$ cat src/design/gha_pkg.sv
// ----------------------------------------------------------------------------
// gha_pkg
// Shared constants and control/status types of the handle allocator.
// ----------------------------------------------------------------------------
package gha_pkg;

  localparam int unsigned INDEX_COUNT  = 1024;
  localparam int unsigned IDX_W        = $clog2(INDEX_COUNT);
  localparam int unsigned FRESH_W      = IDX_W + 1;
  localparam int unsigned GEN_W        = 8;
  localparam int unsigned TAG_W        = 4;
  localparam int unsigned CFG_W        = 10;
  localparam int unsigned CMP_W        = (IDX_W > CFG_W) ? IDX_W : CFG_W;
  localparam logic [CFG_W-1:0] MIN_FREE_RST = CFG_W'(64);

  typedef struct packed {
    logic clr_wr;        // clear one generation entry
    logic reuse_start;   // read free ring at tail, pop
    logic reuse_fetch;   // read generation of popped index
    logic retire_start;  // read generation of retired index
    logic retire_done;   // write generation, push ring, load result
    logic load_fresh;    // load result from fresh counter
    logic load_err;      // load exhausted-error result
    logic load_reuse;    // load result of a reused index
  } cmd_t;

  typedef struct packed {
    logic clr_last;
    logic use_fresh;
    logic fresh_left;
    logic out_free;
  } stat_t;

endpackage

$ cat src/design/gha_ctrl.sv
// ----------------------------------------------------------------------------
// gha_ctrl
// Sequencer: clearing pass, request dispatch and result hand-off.
// ----------------------------------------------------------------------------
module gha_ctrl (
  input  logic          clk_i,
  input  logic          rst_ni,
  input  logic          in_valid_i,
  output logic          in_ready_o,
  input  logic          func_i,
  input  gha_pkg::stat_t stat_i,
  output gha_pkg::cmd_t  cmd_o
);

  localparam int unsigned ST_W      = 3;
  localparam logic [ST_W-1:0] ST_CLEAR  = 3'd0;
  localparam logic [ST_W-1:0] ST_IDLE   = 3'd1;
  localparam logic [ST_W-1:0] ST_FETCH  = 3'd2;
  localparam logic [ST_W-1:0] ST_REUSE  = 3'd3;
  localparam logic [ST_W-1:0] ST_RETIRE = 3'd4;

  logic [ST_W-1:0] state_q, state_d;
  logic            accept;

  assign in_ready_o = (state_q == ST_IDLE) && stat_i.out_free;
  assign accept     = in_valid_i && in_ready_o;

  always_comb begin
    cmd_o   = '0;
    state_d = state_q;
    unique case (state_q)
      ST_CLEAR: begin
        cmd_o.clr_wr = 1'b1;
        if (stat_i.clr_last) begin
          state_d = ST_IDLE;
        end
      end
      ST_IDLE: begin
        if (accept) begin
          if (func_i) begin
            cmd_o.retire_start = 1'b1;
            state_d            = ST_RETIRE;
          end else if (stat_i.use_fresh) begin
            if (stat_i.fresh_left) begin
              cmd_o.load_fresh = 1'b1;
            end else begin
              cmd_o.load_err = 1'b1;
            end
          end else begin
            cmd_o.reuse_start = 1'b1;
            state_d           = ST_FETCH;
          end
        end
      end
      ST_FETCH: begin
        cmd_o.reuse_fetch = 1'b1;
        state_d           = ST_REUSE;
      end
      ST_REUSE: begin
        if (stat_i.out_free) begin
          cmd_o.load_reuse = 1'b1;
          state_d          = ST_IDLE;
        end
      end
      ST_RETIRE: begin
        if (stat_i.out_free) begin
          cmd_o.retire_done = 1'b1;
          state_d           = ST_IDLE;
        end
      end
      default: begin
        state_d = ST_IDLE;
      end
    endcase
  end

  always_ff @(posedge clk_i or negedge rst_ni) begin
    if (!rst_ni) begin
      state_q <= ST_CLEAR;
    end else begin
      state_q <= state_d;
    end
  end

endmodule

$ cat config.mk
export PLATFORM = sky130hd
export DESIGN_NAME = gha_ctrl
export DESIGN_NICKNAME = d
export VERILOG_FILES = /design/src/design/gha_pkg.sv /design/src/design/gha_ctrl.sv
export SDC_FILE = /design/constraint.sdc
export NUM_CORES = 1
export LEC_CHECK = 0
export BUFFER_PORTS_ARGS = -buffer_cell sky130_fd_sc_hd__buf_2
export CAP_MARGIN = 20
export CORE_AREA = 2 2 39 41
export CTS_CLUSTER_SIZE = 40
export DETAILED_ROUTE_END_ITERATION = 8
export DIE_AREA = 0 0 41 43
export PLACE_DENSITY = 0.49
export REMOVE_ABC_BUFFERS = 1
export SLEW_MARGIN = 10
export SYNTH_ARGS = -nofsm -noshare
export SYNTH_HDL_FRONTEND = slang
export SYNTH_SLANG_ARGS = --single-unit
$ cat constraint.sdc
create_clock -name clk_i -period 2 [get_ports clk_i]
set_input_delay 0.3 -clock clk_i [delete_from_list [all_inputs] [get_ports clk_i]]
set_output_delay 0.3 -clock clk_i [all_outputs]
set_load 0.05 [all_outputs]
==> summary.txt <==
Timing
  – Final WS setup: -0.0622 ns
  – Final max-slew violation count: 0
  – Worst-margin pin slew: approximately 0.24 ns
  – Setup Skew: 0.000724 ns
  – Hold Violations, Final: 0
  – Minimum clock period: between 2 and 2.5 ns
  – Unrepaired setup endpoints after global routing: yes
  – Total negative slack: -0.135 ns
  – F_max: 485 MHz
  – Slew Limit Headroom: roughly 84%
  – # setup viols final: 3
  – Final worst-path cycle share: 103%

Worst setup path
  – Slowest cell on crit path: or4b_4
  – Critical Path Source: state_q[2]$_DFFE_PN0P_
  – CP Data Arrival Time: 1.76 ns
  – Reg2Reg Setup Slack: ~0.55 ns
  – Setup crit end kind: primary output
  – CP peak stage delay: approximately 0.58 ns
  – Crit start category: flop
  – Reg2reg path depth: 3
  – Worst r2r src: state_q[2]$_DFFE_PN0P_
  – CP Cell Sequence: or2_4 > or4b_4 > nor3_4 > buf_6
  – Kind of critical path: reg2out
  – End of the worst register-to-register path: state_q[1]$_DFFE_PN0P_
  – CP required: approximately 1.7 ns
  – Crit Path Max Fanout: 4
  – Worst setup path end: cmd_o[2]

Logic synthesis
  – FF+latch count, synth: 3
  – Yosys cell types: 15
  – Seq/Total Area, Yosys: 32.4%
  – Mean Syn Cell Area: a little under 8 um^2
  – Syn Inst Count: 30
  – Most common library cells after synthesis: nor2_1 (6), dfrtp_1 (3), inv_1 (3), nand2_1 (3), nor3_1 (3)
  – Post-synth EDFFs: 0
  – Area share of the largest cell type after synthesis: about a third
  – Asr flop ratio synth: 100%
  – Cell area after synthesis: 231 um^2
  – Ys Warns: 0
  – Synth Flop Type: dfrtp_1
  – Top-count cell post-synth: nor2_1
  – Yosys top cell by area: dfrtp_1
  – Largest cells by area after synthesis: dfrtp_1 (32%), nor2_1 (9.7%), nor3_2 (8.6%)

Clock tree
  – Root Buffer: clkbuf_4
  – Cts bufs inserted: 3
  – Clock Sinks: 3
  – Clk_lat worst skew: around 0.23 ns
  – CTS Buffer Depth: 2
  – Worst-path clk slew: ~0.040 ns
  – CTS H-Tree Depth: 1
  – CTS tree: built

Drt
  – TritonRoute pass-1 iters: 2
  – Routed WL per cell: 9.66 um
  – Post-DR vias/cell: between 4 and 5
  – Final antenna-violating net count: 0
  – Final WL: between 600 and 700 um
  – DRT iter0 DRCs: 5
  – Vias: between 300 and 400
  – DRC: 0

Layout
  – Max reg flops: 3
  – Biggest regs: state_q (3)
  – Final Cell Area: roughly 440 um^2
  – Layout Nets: 64
  – Biggest register: state_q
  – Area delta synth->final: 88.6%
  – N_diodes: 0
  – Final Non-Filler Cells: between 70 and 80
  – Layout cell share with drive strength beyond 1: between 50% and 60%

Floorplanning
  – Number of cell rows: 14
  – IO Pins: 17
  – Die area: 1760 um^2
  – Initial Util: approximately 17%
  – Die W: ~41 um
  – Die height: about 43 um
  – Core area: 1380 um^2

Flow run
  – Max_cap viols: 0

Placed design
  – Inst Count DP: 62
  – I/O Buffers: 16
  – Placed Area: approximately 330 um^2
  – Routability cong.: 0.700
  – Post-DP HPWL: 480 um

GRT
  – GRT Total Usage: between 10 and 15%
  – Largest net degree at the start of global routing: 8
  – Remaining global-route overflow: 0
  – Vias in the first global route: around 320
  – Antenna violations before repair: 0
  – First-pass GRT wire length: about 1300 um

Pwr
  – Leak: between 0.2 and 0.25 nW
  – IR drop worst, VDD: approximately 230 uV
  – Power Density: between 600 and 700 nW/um^2

Min path
  – Worst hold path class: in2reg

Run status
  – Outcome: finished with violations
  – Violated checks: setup timing
[repair_timing]
| item | CTS | global route |
|---|---|---|
| setup buffers | 3 | 1 |
| resized for setup | 9 | 1 |
| gates cloned | 0 | 0 |
| hold buffers | 1 | 0 |
| endpoints found under the hold margin | 3 | 0 |
| setup endpoints to repair | 3 | 3 |
[final cells by class]
type	instances	area [um^2]
multi-input cells	24	165
well taps	16	20.0
repair buffers	21	139
flip-flops and latches	3	75.1
fillers	154	947
inverters	3	11.3
clock buffers	4	26.3
[power breakdown]
part           internal [mW]  switching [mW]  total [mW]
Combinational         0.0420          0.0751       0.117
Clock                 0.0747          0.0297       0.104
Sequential            0.0676         0.00817      0.0757
Total                  0.184           0.113       0.297
[cell usage in the layout, fill, tap and decap left out, drive strengths merged]
cell / synthesis / final
buf: 0 / 20
a311oi: 1 / 1
dlygate4sd3: 0 / 1
or2b: 2 / 2
nor3: 5 / 5
or4b: 1 / 1
o21ai: 1 / 1
nand2: 3 / 3
nand2b: 1 / 1
nor2: 6 / 6
dfrtp: 3 / 3
nor3b: 1 / 1
a21oi: 1 / 1
inv: 3 / 3
or2: 2 / 2
clkbuf: 0 / 4
[worst min-delay path by stage]
| stage | startpoint | endpoint | slack, ns | depth (start not counted) |
|---|---|---|---|---|
| 3_5_place_dp | rst_ni | state_q[2]$_DFFE_PN0P_ | 0.1 | 1 |
| 4_1_cts | stat_i[2] | state_q[1]$_DFFE_PN0P_ | 0.32 | 2 |
| 3_3_place_gp | rst_ni | state_q[2]$_DFFE_PN0P_ | 0.1 | 1 |
| 6_report | stat_i[2] | state_q[1]$_DFFE_PN0P_ | 0.34 | 2 |
| 2_1_floorplan | rst_ni | state_q[0]$_DFFE_PN0P_ | 0.004 | 0 |
| 5_1_grt | stat_i[2] | state_q[1]$_DFFE_PN0P_ | 0.34 | 2 |
[stage by stage]
stage	utilization [%]	hold WS (ns)	setup WS [ns]	power, mW
2_1_floorplan	-	0.00441	-0.148	0.147
3_3_place_gp	24.0	0.0985	0.100	0.174
3_5_place_dp	24.0	0.0984	0.0966	0.174
4_1_cts	30.6	0.324	-0.0758	0.300
5_1_grt	31.6	0.338	-0.115	0.322
6_report	31.6	0.341	-0.0622	0.297
[kinds of logic (layout without fill, tap and decap cells)]
kind of cell / Yosys count / in the layout / synth area share (%)
AO/OA/AOI/OAI: 3 / 3 / 8.10
AND/OR/NAND/NOR: 21 / 21 / 54.6
flip-flops: 3 / 3 / 32.4
buffers and inverters: 3 / 28 / 4.86
[worst max-delay path, delay by kind of cell (launching register included)]
kind          cells  cell delay [ns]
simple gates      3             0.98
flops             1             0.38
buf+inv           1             0.18
[routing by layer]
| metal | global-route usage (%) | vias to the layer above | wire length, um |
|---|---|---|---|
| met3 | 5.24 | 0 | 29 |
| li1 | - | 153 | - |
| met1 | 12.1 | 146 | 254 |
| met4 | 8.00 | 0 | 0 |
| met2 | 16.3 | 8 | 402 |
| met5 | 0 | - | 0 |
Power figures use the tool's default switching activity.
